File: config.mk
export PLATFORM = sky130hd
export DESIGN_NAME = touch_key_press_detector_unit_flat
export DESIGN_NICKNAME = d
export VERILOG_FILES = /design/src/tkp_pkg.sv /design/src/tkp_if.sv /design/src/tkp_ctrl.sv /design/src/tkp_datapath.sv /design/src/touch_key_press_detector_unit.sv /design/src/flat_wrapper.sv
export SDC_FILE = /design/constraint.sdc
export NUM_CORES = 2
export LEC_CHECK = 0
export ABC_AREA = 1
export BUFFER_PORTS_ARGS = -buffer_cell sky130_fd_sc_hd__buf_4
export CAP_MARGIN = 10
export CORE_MARGIN = 1.5
export CORE_UTILIZATION = 60
export CTS_BUF_LIST = sky130_fd_sc_hd__clkbuf_16
export DETAILED_ROUTE_END_ITERATION = 7
export GPL_TIMING_DRIVEN = 0
export PLACE_DENSITY = 0.74
export SYNTH_ARGS = -nofsm -noshare
export SYNTH_HDL_FRONTEND = slang
export SYNTH_SLANG_ARGS = --single-unit
export TNS_END_PERCENT = 20
File: constraint.sdc
create_clock -name i_clk -period 20 [get_ports i_clk]
set_input_delay 4 -clock i_clk [delete_from_list [all_inputs] [get_ports i_clk]]
set_output_delay 4 -clock i_clk [all_outputs]
set_load 0.01 [all_outputs]
File: src/tkp_pkg.sv
// ----------------------------------------------------------------------------
// tkp_pkg
// Shared constants, register codes and controller/datapath handshake types
// for the touch key press detector.
// ----------------------------------------------------------------------------
package tkp_pkg;

    localparam int TKP_CHANNELS   = 6;
    localparam int TKP_WINDOW_LEN = 6;

    localparam int SAMPLE_W    = 9;
    localparam int VALUE_W     = 10;
    localparam int CHANNEL_W   = 3;
    localparam int MEAN_W      = 10;
    localparam int WEIGHT_W    = 17;
    localparam int AVG_W       = 26;
    localparam int THRESH_W    = 26;
    localparam int QUIET_W     = 10;
    localparam int CFG_INDEX_W = 3;
    localparam int CFG_DATA_W  = 26;

    localparam int Q16_SHIFT = 16;
    localparam int PROD_W    = AVG_W + WEIGHT_W;
    localparam int P2_W      = MEAN_W + WEIGHT_W;
    localparam int ACC_W     = PROD_W + 1;

    localparam logic [WEIGHT_W-1:0] Q16_ONE    = WEIGHT_W'(65536);
    localparam logic [ACC_W-1:0]    ROUND_HALF = ACC_W'(32768);

    localparam logic [WEIGHT_W-1:0] SLOW_WEIGHT_RESET     = WEIGHT_W'(1966);
    localparam logic [WEIGHT_W-1:0] FAST_WEIGHT_RESET     = WEIGHT_W'(19661);
    localparam logic [THRESH_W-1:0] PRESS_THRESHOLD_RESET = THRESH_W'(170394);
    localparam logic [QUIET_W-1:0]  QUIET_RELEASES_RESET  = QUIET_W'(500);

    typedef enum logic [CFG_INDEX_W-1:0] {
        CFG_SLOW_WEIGHT     = 3'd0,
        CFG_FAST_WEIGHT     = 3'd1,
        CFG_PRESS_THRESHOLD = 3'd2,
        CFG_QUIET_RELEASES  = 3'd3
    } t_cfg_index;

    typedef struct packed {
        logic accept;
        logic write;
        logic rd_issue;
        logic trim;
        logic div_mul;
        logic div_fix;
        logic ema_mul;
        logic ema_add;
        logic ema_fast;
        logic decide;
    } t_dp_cmd;

    typedef struct packed {
        logic is_store;
        logic last_read;
        logic out_free;
    } t_dp_status;

endpackage

File: src/tkp_if.sv
// ----------------------------------------------------------------------------
// tkp_if
// Valid/ready channels of the touch key press detector: sample input,
// result output and register write port.
// ----------------------------------------------------------------------------
interface tkp_sample_if;
    import tkp_pkg::*;

    logic                valid;
    logic                ready;
    logic [SAMPLE_W-1:0] sample;

    modport source (output valid, output sample, input ready);
    modport sink   (input valid, input sample, output ready);
endinterface

interface tkp_result_if;
    import tkp_pkg::*;

    logic                 valid;
    logic                 ready;
    logic [CHANNEL_W-1:0] channel;
    logic                 pressed;
    logic                 tone_allowed;
    logic [MEAN_W-1:0]    trimmed_mean;

    modport source (output valid, output channel, output pressed, output tone_allowed,
                    output trimmed_mean, input ready);
    modport sink   (input valid, input channel, input pressed, input tone_allowed,
                    input trimmed_mean, output ready);
endinterface

interface tkp_cfg_if;
    import tkp_pkg::*;

    logic                   valid;
    logic                   ready;
    logic [CFG_INDEX_W-1:0] index;
    logic [CFG_DATA_W-1:0]  data;

    modport source (output valid, output index, output data, input ready);
    modport sink   (input valid, input index, input data, output ready);
endinterface

File: src/tkp_ctrl.sv
// ----------------------------------------------------------------------------
// tkp_ctrl
// Sequencer for one scan slot: sample store only, or window write, scan,
// trim, divide, slow and fast average updates and the press decision.
// ----------------------------------------------------------------------------
module tkp_ctrl (
    input  logic                i_clk,
    input  logic                i_rst_n,
    input  logic                i_in_valid,
    output logic                o_in_ready,
    input  tkp_pkg::t_dp_status i_status,
    output tkp_pkg::t_dp_cmd    o_cmd
);
    import tkp_pkg::*;

    typedef enum logic [11:0] {
        S_IDLE     = 12'b0000_0000_0001,
        S_WRITE    = 12'b0000_0000_0010,
        S_READ     = 12'b0000_0000_0100,
        S_DRAIN    = 12'b0000_0000_1000,
        S_TRIM     = 12'b0000_0001_0000,
        S_DIV_MUL  = 12'b0000_0010_0000,
        S_DIV_FIX  = 12'b0000_0100_0000,
        S_SLOW_MUL = 12'b0000_1000_0000,
        S_SLOW_ADD = 12'b0001_0000_0000,
        S_FAST_MUL = 12'b0010_0000_0000,
        S_FAST_ADD = 12'b0100_0000_0000,
        S_DECIDE   = 12'b1000_0000_0000
    } t_state;

    t_state r_state;
    t_state n_state;

    always_ff @(posedge i_clk) begin
        if (!i_rst_n) begin
            r_state <= S_IDLE;
        end else begin
            r_state <= n_state;
        end
    end

    always_comb begin
        n_state    = r_state;
        o_cmd      = '0;
        o_in_ready = 1'b0;
        unique case (r_state)
            S_IDLE: begin
                // take no transaction while reset is held
                o_in_ready = i_rst_n;
                if (i_in_valid && i_rst_n) begin
                    o_cmd.accept = 1'b1;
                    // second-half slots only store the sample
                    if (!i_status.is_store) begin
                        n_state = S_WRITE;
                    end
                end
            end
            S_WRITE: begin
                o_cmd.write = 1'b1;
                n_state     = S_READ;
            end
            S_READ: begin
                o_cmd.rd_issue = 1'b1;
                if (i_status.last_read) begin
                    n_state = S_DRAIN;
                end
            end
            S_DRAIN: begin
                n_state = S_TRIM;
            end
            S_TRIM: begin
                o_cmd.trim = 1'b1;
                n_state    = S_DIV_MUL;
            end
            S_DIV_MUL: begin
                o_cmd.div_mul = 1'b1;
                n_state       = S_DIV_FIX;
            end
            S_DIV_FIX: begin
                o_cmd.div_fix = 1'b1;
                n_state       = S_SLOW_MUL;
            end
            S_SLOW_MUL: begin
                o_cmd.ema_mul = 1'b1;
                n_state       = S_SLOW_ADD;
            end
            S_SLOW_ADD: begin
                o_cmd.ema_add = 1'b1;
                n_state       = S_FAST_MUL;
            end
            S_FAST_MUL: begin
                o_cmd.ema_mul  = 1'b1;
                o_cmd.ema_fast = 1'b1;
                n_state        = S_FAST_ADD;
            end
            S_FAST_ADD: begin
                o_cmd.ema_add  = 1'b1;
                o_cmd.ema_fast = 1'b1;
                n_state        = S_DECIDE;
            end
            S_DECIDE: begin
                // hold until the result register can take the transaction
                if (i_status.out_free) begin
                    o_cmd.decide = 1'b1;
                    n_state      = S_IDLE;
                end
            end
            default: begin
                n_state = S_IDLE;
            end
        endcase
    end

endmodule

File: src/tkp_datapath.sv
// ----------------------------------------------------------------------------
// tkp_datapath
// Window memory, per-channel averages, trimmed mean divider, shared Q16
// average update unit, configuration registers and result register.
// ----------------------------------------------------------------------------
module tkp_datapath #(
    parameter int CHANNELS   = tkp_pkg::TKP_CHANNELS,
    parameter int WINDOW_LEN = tkp_pkg::TKP_WINDOW_LEN
) (
    input  logic                          i_clk,
    input  logic                          i_rst_n,
    input  tkp_pkg::t_dp_cmd              i_cmd,
    output tkp_pkg::t_dp_status           o_status,
    input  logic [tkp_pkg::SAMPLE_W-1:0]  i_sample,
    tkp_cfg_if.sink                       i_cfg,
    tkp_result_if.source                  o_result
);
    import tkp_pkg::*;

    localparam int SLOTS     = 2 * CHANNELS;
    localparam int SLOT_W    = $clog2(SLOTS);
    localparam int CH_W      = (CHANNELS > 1) ? $clog2(CHANNELS) : 1;
    localparam int POS_W     = $clog2(WINDOW_LEN);
    localparam int DEPTH     = CHANNELS * WINDOW_LEN;
    localparam int ADDR_W    = $clog2(DEPTH);
    localparam int SUM_W     = $clog2(WINDOW_LEN * (2 ** VALUE_W - 1) + 1);
    localparam int DIVISOR   = WINDOW_LEN - 2;
    localparam int RECIP_W   = Q16_SHIFT + 1;
    localparam int DPROD_W   = SUM_W + RECIP_W;
    localparam logic [RECIP_W-1:0] RECIP = RECIP_W'((2 ** Q16_SHIFT) / DIVISOR);

    // slot and write bookkeeping
    logic [SLOT_W-1:0]   r_slot;
    logic [CH_W-1:0]     r_ch;
    logic [VALUE_W-1:0]  r_value;
    logic [ADDR_W-1:0]   r_base;
    logic [ADDR_W-1:0]   r_wr_addr;
    logic [POS_W-1:0]    r_pos     [CHANNELS];
    logic [SAMPLE_W-1:0] r_release [CHANNELS];

    // window memory and scan
    logic [VALUE_W-1:0]  mem [DEPTH];
    logic [DEPTH-1:0]    r_valid;
    logic [POS_W-1:0]    r_k;
    logic [VALUE_W-1:0]  r_rd_data;
    logic                r_rd_ok;
    logic                r_rd_pend;
    logic                r_acc_first;
    logic [SUM_W-1:0]    r_sum;
    logic [VALUE_W-1:0]  r_min;
    logic [VALUE_W-1:0]  r_max;

    // divide and average update
    logic [SUM_W-1:0]    r_trim;
    logic [SUM_W-1:0]    r_quot;
    logic [MEAN_W-1:0]   r_mean;
    logic [PROD_W-1:0]   r_p1;
    logic [P2_W-1:0]     r_p2;
    logic [AVG_W-1:0]    r_slow [CHANNELS];
    logic [AVG_W-1:0]    r_fast [CHANNELS];

    // configuration
    logic [WEIGHT_W-1:0] r_slow_w;
    logic [WEIGHT_W-1:0] r_fast_w;
    logic [THRESH_W-1:0] r_thresh;
    logic [QUIET_W-1:0]  r_quiet;

    // result register
    logic                 r_out_valid;
    logic [CHANNEL_W-1:0] r_out_channel;
    logic                 r_out_pressed;
    logic                 r_out_tone;
    logic [MEAN_W-1:0]    r_out_mean;

    logic [CH_W-1:0]     w_ch;
    logic [CH_W-1:0]     w_rel_idx;
    logic [ADDR_W-1:0]   w_base;
    logic [ADDR_W-1:0]   w_rd_addr;
    logic [VALUE_W-1:0]  w_rd_val;
    logic [DPROD_W-1:0]  w_dprod;
    logic [SUM_W-1:0]    w_rem;
    logic [WEIGHT_W-1:0] w_w_raw;
    logic [WEIGHT_W-1:0] w_wt;
    logic [AVG_W-1:0]    w_avg;
    logic [ACC_W-1:0]    w_acc;
    logic [AVG_W-1:0]    w_new_avg;
    logic [AVG_W:0]      w_margin;
    logic                w_pressed;
    logic                w_tone;

    assign w_ch      = CH_W'(r_slot);
    assign w_rel_idx = CH_W'(r_slot - SLOT_W'(CHANNELS));
    assign w_base    = ADDR_W'(w_ch) * ADDR_W'(WINDOW_LEN);
    assign w_rd_addr = r_base + ADDR_W'(r_k);
    assign w_rd_val  = r_rd_ok ? r_rd_data : '0;

    assign w_dprod = DPROD_W'(r_trim) * DPROD_W'(RECIP);
    assign w_rem   = r_trim - SUM_W'(r_quot * SUM_W'(DIVISOR));

    assign w_w_raw   = i_cmd.ema_fast ? r_fast_w : r_slow_w;
    assign w_wt      = (w_w_raw > Q16_ONE) ? Q16_ONE : w_w_raw;
    assign w_avg     = i_cmd.ema_fast ? r_fast[r_ch] : r_slow[r_ch];
    assign w_acc     = ACC_W'(r_p1) + ACC_W'({r_p2, {Q16_SHIFT{1'b0}}}) + ROUND_HALF;
    assign w_new_avg = w_acc[Q16_SHIFT +: AVG_W];

    // negative margin never counts as a press
    assign w_margin  = {1'b0, r_fast[r_ch]} - {1'b0, r_slow[r_ch]};
    assign w_pressed = !w_margin[AVG_W] && (w_margin[AVG_W-1:0] > r_thresh);
    assign w_tone    = w_pressed && (r_quiet == '0);

    assign o_status.is_store  = (r_slot >= SLOT_W'(CHANNELS));
    assign o_status.last_read = (r_k == POS_W'(WINDOW_LEN - 1));
    assign o_status.out_free  = !r_out_valid || o_result.ready;

    // take no register write while reset is held
    assign i_cfg.ready           = i_rst_n;
    assign o_result.valid        = r_out_valid;
    assign o_result.channel      = r_out_channel;
    assign o_result.pressed      = r_out_pressed;
    assign o_result.tone_allowed = r_out_tone;
    assign o_result.trimmed_mean = r_out_mean;

    // control state and per-channel state with reset values
    always_ff @(posedge i_clk) begin
        if (!i_rst_n) begin
            r_slot      <= '0;
            r_valid     <= '0;
            r_rd_pend   <= 1'b0;
            r_out_valid <= 1'b0;
            r_slow_w    <= SLOW_WEIGHT_RESET;
            r_fast_w    <= FAST_WEIGHT_RESET;
            r_thresh    <= PRESS_THRESHOLD_RESET;
            r_quiet     <= QUIET_RELEASES_RESET;
            for (int c = 0; c < CHANNELS; c++) begin
                r_pos[c]     <= '0;
                r_release[c] <= '0;
                r_slow[c]    <= '0;
                r_fast[c]    <= '0;
            end
        end else begin
            r_rd_pend <= i_cmd.rd_issue;

            if (i_cmd.accept) begin
                r_slot <= (r_slot == SLOT_W'(SLOTS - 1)) ? '0 : r_slot + 1'b1;
                if (o_status.is_store) begin
                    r_release[w_rel_idx] <= i_sample;
                end
            end

            if (i_cmd.write) begin
                r_valid[r_wr_addr] <= 1'b1;
                r_pos[r_ch] <= (r_pos[r_ch] == POS_W'(WINDOW_LEN - 1)) ?
                               '0 : r_pos[r_ch] + 1'b1;
            end

            if (i_cmd.ema_add) begin
                if (i_cmd.ema_fast) begin
                    r_fast[r_ch] <= w_new_avg;
                end else begin
                    r_slow[r_ch] <= w_new_avg;
                end
            end

            if (i_cmd.decide) begin
                r_out_valid <= 1'b1;
                if (!w_pressed && (r_quiet != '0)) begin
                    r_quiet <= r_quiet - 1'b1;
                end
            end else if (o_result.ready) begin
                r_out_valid <= 1'b0;
            end

            if (i_cfg.valid) begin
                unique case (i_cfg.index)
                    CFG_SLOW_WEIGHT:     r_slow_w <= i_cfg.data[WEIGHT_W-1:0];
                    CFG_FAST_WEIGHT:     r_fast_w <= i_cfg.data[WEIGHT_W-1:0];
                    CFG_PRESS_THRESHOLD: r_thresh <= i_cfg.data[THRESH_W-1:0];
                    // reload the startup count with the new value
                    CFG_QUIET_RELEASES:  r_quiet  <= i_cfg.data[QUIET_W-1:0];
                    default: begin
                    end
                endcase
            end
        end
    end

    // window memory: one write port, one registered read port
    always_ff @(posedge i_clk) begin
        if (i_cmd.write) begin
            mem[r_wr_addr] <= r_value;
        end
        if (i_cmd.rd_issue) begin
            r_rd_data <= mem[w_rd_addr];
            r_rd_ok   <= r_valid[w_rd_addr];
        end
    end

    // payload registers
    always_ff @(posedge i_clk) begin
        if (i_cmd.accept && !o_status.is_store) begin
            r_ch      <= w_ch;
            r_value   <= VALUE_W'(i_sample) + VALUE_W'(r_release[w_ch]);
            r_base    <= w_base;
            r_wr_addr <= w_base + ADDR_W'(r_pos[w_ch]);
        end

        if (i_cmd.write) begin
            r_k         <= '0;
            r_acc_first <= 1'b1;
        end else if (i_cmd.rd_issue) begin
            r_k <= r_k + 1'b1;
        end

        // accumulate sum, minimum and maximum one entry per cycle
        if (r_rd_pend) begin
            r_acc_first <= 1'b0;
            if (r_acc_first) begin
                r_sum <= SUM_W'(w_rd_val);
                r_min <= w_rd_val;
                r_max <= w_rd_val;
            end else begin
                r_sum <= r_sum + SUM_W'(w_rd_val);
                if (w_rd_val < r_min) begin
                    r_min <= w_rd_val;
                end
                if (w_rd_val > r_max) begin
                    r_max <= w_rd_val;
                end
            end
        end

        if (i_cmd.trim) begin
            r_trim <= r_sum - SUM_W'(r_min) - SUM_W'(r_max);
        end

        // reciprocal estimate is exact or one low; fix it with the remainder
        if (i_cmd.div_mul) begin
            r_quot <= SUM_W'(w_dprod >> Q16_SHIFT);
        end

        if (i_cmd.div_fix) begin
            r_mean <= (w_rem >= SUM_W'(DIVISOR)) ? MEAN_W'(r_quot + 1'b1) : MEAN_W'(r_quot);
        end

        if (i_cmd.ema_mul) begin
            r_p1 <= PROD_W'(w_avg) * PROD_W'(Q16_ONE - w_wt);
            r_p2 <= P2_W'(r_mean) * P2_W'(w_wt);
        end

        if (i_cmd.decide) begin
            r_out_channel <= CHANNEL_W'(r_ch);
            r_out_pressed <= w_pressed;
            r_out_tone    <= w_tone;
            r_out_mean    <= r_mean;
        end
    end

endmodule

File: src/touch_key_press_detector_unit.sv
// ----------------------------------------------------------------------------
// touch_key_press_detector_unit
// An evaluation slot registers its result at the press decision, which waits
// until the result register is free; a store slot gives no result. A new
// sample is taken only when the last slot is done: a store slot ends on
// acceptance, an evaluation slot after the window scan over the single memory
// read port, the divide and the shared average update multipliers.
// Reset (synchronous, active low) clears windows via per-entry valid bits,
// averages and slot counter, loads register defaults; no clearing pass.
// ----------------------------------------------------------------------------
module touch_key_press_detector_unit #(
    parameter int CHANNELS   = tkp_pkg::TKP_CHANNELS,
    parameter int WINDOW_LEN = tkp_pkg::TKP_WINDOW_LEN
) (
    input  logic          i_clk,
    input  logic          i_rst_n,
    tkp_sample_if.sink    i_sample,
    tkp_result_if.source  o_result,
    tkp_cfg_if.sink       i_cfg
);
    import tkp_pkg::*;

    t_dp_cmd    w_cmd;
    t_dp_status w_status;
    logic       w_in_ready;

    assign i_sample.ready = w_in_ready;

    tkp_ctrl u_ctrl (
        .i_clk      (i_clk),
        .i_rst_n    (i_rst_n),
        .i_in_valid (i_sample.valid),
        .o_in_ready (w_in_ready),
        .i_status   (w_status),
        .o_cmd      (w_cmd)
    );

    tkp_datapath #(
        .CHANNELS   (CHANNELS),
        .WINDOW_LEN (WINDOW_LEN)
    ) u_datapath (
        .i_clk    (i_clk),
        .i_rst_n  (i_rst_n),
        .i_cmd    (w_cmd),
        .o_status (w_status),
        .i_sample (i_sample.sample),
        .i_cfg    (i_cfg),
        .o_result (o_result)
    );

endmodule
File: src/flat_wrapper.sv
// flat-port wrapper written by rule: the top's interface ports become plain ports
module touch_key_press_detector_unit_flat import tkp_pkg::*;
#(
    parameter int CHANNELS   = tkp_pkg::TKP_CHANNELS,
    parameter int WINDOW_LEN = tkp_pkg::TKP_WINDOW_LEN
)
  (i_clk, i_rst_n, i_sample_valid, i_sample_sample, i_sample_ready, o_result_valid, o_result_channel, o_result_pressed, o_result_tone_allowed, o_result_trimmed_mean, o_result_ready, i_cfg_valid, i_cfg_index, i_cfg_data, i_cfg_ready);
  tkp_sample_if i_sample_i ();
  tkp_result_if o_result_i ();
  tkp_cfg_if i_cfg_i ();
  input  logic i_clk;
  input  logic i_rst_n;
  input wire logic [$bits(i_sample_i.valid)-1:0] i_sample_valid;
  input wire logic [$bits(i_sample_i.sample)-1:0] i_sample_sample;
  output wire logic [$bits(i_sample_i.ready)-1:0] i_sample_ready;
  output wire logic [$bits(o_result_i.valid)-1:0] o_result_valid;
  output wire logic [$bits(o_result_i.channel)-1:0] o_result_channel;
  output wire logic [$bits(o_result_i.pressed)-1:0] o_result_pressed;
  output wire logic [$bits(o_result_i.tone_allowed)-1:0] o_result_tone_allowed;
  output wire logic [$bits(o_result_i.trimmed_mean)-1:0] o_result_trimmed_mean;
  input wire logic [$bits(o_result_i.ready)-1:0] o_result_ready;
  input wire logic [$bits(i_cfg_i.valid)-1:0] i_cfg_valid;
  input wire logic [$bits(i_cfg_i.index)-1:0] i_cfg_index;
  input wire logic [$bits(i_cfg_i.data)-1:0] i_cfg_data;
  output wire logic [$bits(i_cfg_i.ready)-1:0] i_cfg_ready;
  assign i_sample_i.valid = i_sample_valid;
  assign i_sample_i.sample = i_sample_sample;
  assign i_sample_ready = i_sample_i.ready;
  assign o_result_valid = o_result_i.valid;
  assign o_result_channel = o_result_i.channel;
  assign o_result_pressed = o_result_i.pressed;
  assign o_result_tone_allowed = o_result_i.tone_allowed;
  assign o_result_trimmed_mean = o_result_i.trimmed_mean;
  assign o_result_i.ready = o_result_ready;
  assign i_cfg_i.valid = i_cfg_valid;
  assign i_cfg_i.index = i_cfg_index;
  assign i_cfg_i.data = i_cfg_data;
  assign i_cfg_ready = i_cfg_i.ready;
  touch_key_press_detector_unit #(.CHANNELS(CHANNELS), .WINDOW_LEN(WINDOW_LEN)) u_core (.i_clk(i_clk), .i_rst_n(i_rst_n), .i_sample(i_sample_i), .o_result(o_result_i), .i_cfg(i_cfg_i));
endmodule
==> qor.yml <==
timing:
  setup_viol: 0
  maxSlewViolCount: 0
  fin_skew_ns: 0.118
  tightest_slew_ns: 1.38
  fin_crit_sh_pct: 54.5
  relSlewSlack_pct: 7.26
  rsz0062_at_grt: "no"
  hold_viol: 0
  max_freq_mhz: 91.7
  setup_tns_ns: 0
  fin_crit_ns: 10.91
  whs_ns: 0.426
setup_path:
  critPathMaxFanout: 10
  critPathLaunchType: "flop"
  cp_num_buf_inv: 12
  crit_type: "reg2reg"
  cp-end-kind: "flop"
  timing.rr.end: "u_core.u_datapath.r_p1[38]$_DFFE_PP_"
  worst_path_most_repeated_cell: "inv_1"
  crit_path_max_incr_delay_ns: 0.86
  r2r_slack_ns: 9.09
  slowest_stage: "a31oi_1"
  reg2reg_depth: 31
  required_ns: 20.42
  path_delay_family: "adder cells"
  cp.arrival_ns: 11.33
global_route:
  antenna_found_initial: 8
  globalRouteOverflowTotal: 0
  grt_start_max_net_pins: 44
  grt_pass1_wl_um: 338000
  first_global_vias: 55600
  grt.total_usage_pct: 37.1
final_layout:
  drive_gt1_share_pct: 5.01
  fin_nets: 8637
  syn_to_final_growth_pct: 9.94
  postLayoutCoreUtil_pct: 66.7
  design_area_um2: 80100
logic_synthesis:
  synth_edf_count: 1039
  avgSynthCellArea_um2: 9.72
  syn_area_um2: 72800
  ys_seq_area_share_pct: 46.5
  ys_async_sr_fraction_pct: 0
  synthFlopType: "edfxtp_1"
  yosysWarnings: 0
  ys_seq_elements: 1173
  synthCells: 7494
  ys_types: 58
clock_network:
  cts_buffers: 116
  cts_hold_buf: 0
  clock_sinks: 1173
  cts_resized: 0
  cts-root-buf: "clkbuf_16"
  h-tree-depth: 3
  cts_tree: "done"
  cts.clk_slew.worst_paths_ns: 0.07
  clock_path_buffers: 3
  cts_setup_buffers: 0
  worstSkewPairLatency_ns: 0.78
die:
  die-area_um2: 123000
  initial_utilization_pct: 60.6
  die-width_um: 351
  ioPinCount: 61
  dieHeight_um: 351
  std_cell_rows: 127
  core_area_um2: 120000
route:
  wire_per_inst_um: 24.0
  ant_nets: 0
  routed_wl_um: 227000
  drc: 2
  dr.pass1.iters: 8
  via_per_inst: 6.05
  vias: 57200
  first_iter_violations: 7358
placed_design:
  finalWeightedCongestion: 0.993
  hpwl_um: 173000
  numPortBuffers: 60
  place_area_um2: 76200
status:
  status: "finished, violations left"
  violations: "design-rule violations"
hold_path:
  min_path_type: "reg2reg"
  holdPathStages: 0
  hp-start: "u_core.u_datapath.r_ch[1]$_DFFE_PP_"
  holdPathEnd: "u_core.u_datapath.o_result.channel[1]$_DFFE_PP_"
flow_run:
  cap_violations: 0
[cells in the final DEF, fill, tap and decap left out, drive strengths merged, types with 7 or more instances in the layout]
cell type / count
fa: 518
xnor2: 45
o21bai: 15
xor2: 108
bufinv: 13
or2: 9
ha: 337
nand3: 165
clkbuf: 390
inv: 1089
conb: 25
clkinv: 66
edfxtp: 1039
o21a: 17
dfxtp: 134
a21o: 9
a21oi: 245
buf: 149
nand4: 33
o221ai: 62
nor2: 1445
nor3: 47
nor4: 16
o211ai: 27
nand2: 928
a211oi: 7
o21ai: 685
a21boi: 7
o22ai: 128
a31oi: 52
[worst reg2reg max path, delay by kind of cell, from the launching register on]
family                   cells  cell delay (ns)
AO/OA/AOI/OAI                4             2.17
AND/OR/NAND/NOR              7             0.98
adder cells (fa/ha/maj)      7             3.49
buffers and inverters       12             3.19
flip-flops                   1             0.33
XOR/XNOR                     1             0.39
[layer usage]
layer / vias up / global-route usage, % / routed length (µm)
met4: 8 / 19.3 / 13700
met5: - / 0 / 46
met3: 726 / 8.36 / 27300
met1: 27700 / 49.2 / 84200
met2: 3630 / 57.6 / 102000
li1: 25100 / - / -
[cell usage after synthesis, types with 9 or more instances]
cell type / count / area [µm²]
o221ai_1: 62 / 543
nor2_4: 11 / 124
nor3_1: 47 / 235
o21bai_1: 15 / 113
nor2_2: 17 / 106
xnor2_1: 45 / 394
dfxtp_1: 134 / 2680
a21oi_1: 245 / 1230
o21ai_0: 661 / 3310
nand2_1: 918 / 3450
inv_1: 1044 / 3920
nand4_1: 31 / 194
xor2_1: 108 / 946
inv_2: 16 / 60.1
o21a_1: 17 / 128
a21o_1: 9 / 67.6
buf_2: 29 / 145
nand3_1: 164 / 821
edfxtp_1: 1039 / 31200
nor2_1: 1417 / 5320
fa_1: 518 / 10400
nor4_1: 16 / 100
or2_2: 9 / 56.3
ha_1: 337 / 4220
o21ai_1: 19 / 95.1
clkbuf_1: 274 / 1030
a31oi_1: 52 / 325
o22ai_1: 128 / 801
o211ai_1: 27 / 203
[state kept, by name (all words and copies together), names as in the netlist, 6 cells and up, named ones only]
| register | cells |
|---|---|
| u_core.u_datapath.r_slow | 208 |
| u_core.u_datapath.r_quot | 11 |
| u_core.u_datapath.r_fast_w | 17 |
| u_core.u_datapath.r_mean | 10 |
| u_core.u_datapath.mem | 360 |
| u_core.u_datapath.r_pos | 24 |
| u_core.u_datapath.r_min | 10 |
| u_core.u_datapath.r_valid | 36 |
| u_core.u_datapath.r_release | 72 |
| u_core.u_datapath.r_trim | 11 |
| u_core.u_datapath.r_rd_data | 10 |
| u_core.u_datapath.r_value | 10 |
| u_core.u_datapath.r_thresh | 26 |
| u_core.u_datapath.o_result.trimmed_mean | 10 |
| u_core.u_datapath.r_slow_w | 17 |
| u_core.u_datapath.r_max | 10 |
| u_core.u_datapath.r_quiet | 10 |
| u_core.u_datapath.r_sum | 13 |
| u_core.u_datapath.r_p2 | 26 |
| u_core.u_datapath.r_p1 | 27 |
| u_core.u_ctrl.r_state | 12 |
| u_core.u_datapath.r_wr_addr | 6 |
| u_core.u_datapath.r_fast | 208 |
[metrics by stage]
stage               instances  worst slack [ns]
finish                   9455              9.09
global route             9452              8.77
CTS                      9448              9.46
detailed placement       9229              9.67
global placement         9189              9.66
floorplan                7517             11.72
[cell families (layout without fill, tap and decap cells)]
kind of cell             after synthesis  in the layout  synth area share, %
AND/OR/NAND/NOR                     2650           2650                 14.5
buffers and inverters               1389           1712                 7.30
AO/OA/AOI/OAI                       1271           1271                 9.76
flip-flops                          1173           1173                 46.5
adder cells (fa/ha/maj)              855            855                 20.0
XOR/XNOR                             153            153                 1.84
other                                  2             28               0.0103
multiplexers                           1              1               0.0155
[cell type report]
type                            instances  area [µm²]
Tap cell                             1612        2020
Buffer                                320        1300
Clock buffer                          116        2900
Timing Repair Buffer                  104        1250
Clock inverter                        103         938
Antenna cell                            3        7.51
Multi-Input combinational cell       4955       33800
Sequential cell                      1173       33900
Inverter                             1069        4020
Fill cell                            9430       40100
[worst max path at each step]
stage,cells after the start,endpoint,start
final,31,u_core.u_datapath.r_p1[38]$_DFFE_PP_,flop
after global routing,30,u_core.u_datapath.r_p1[38]$_DFFE_PP_,flop
after CTS,30,u_core.u_datapath.r_p1[38]$_DFFE_PP_,flop
after detailed placement,30,u_core.u_datapath.r_p1[38]$_DFFE_PP_,flop
after global placement,30,u_core.u_datapath.r_p1[38]$_DFFE_PP_,flop
after floorplan,2,i_sample_ready,i_rst_n
Power is left out: the tool's default activity adds up to more than one toggle a clock period on the data nets, which glitch-free logic cannot reach.
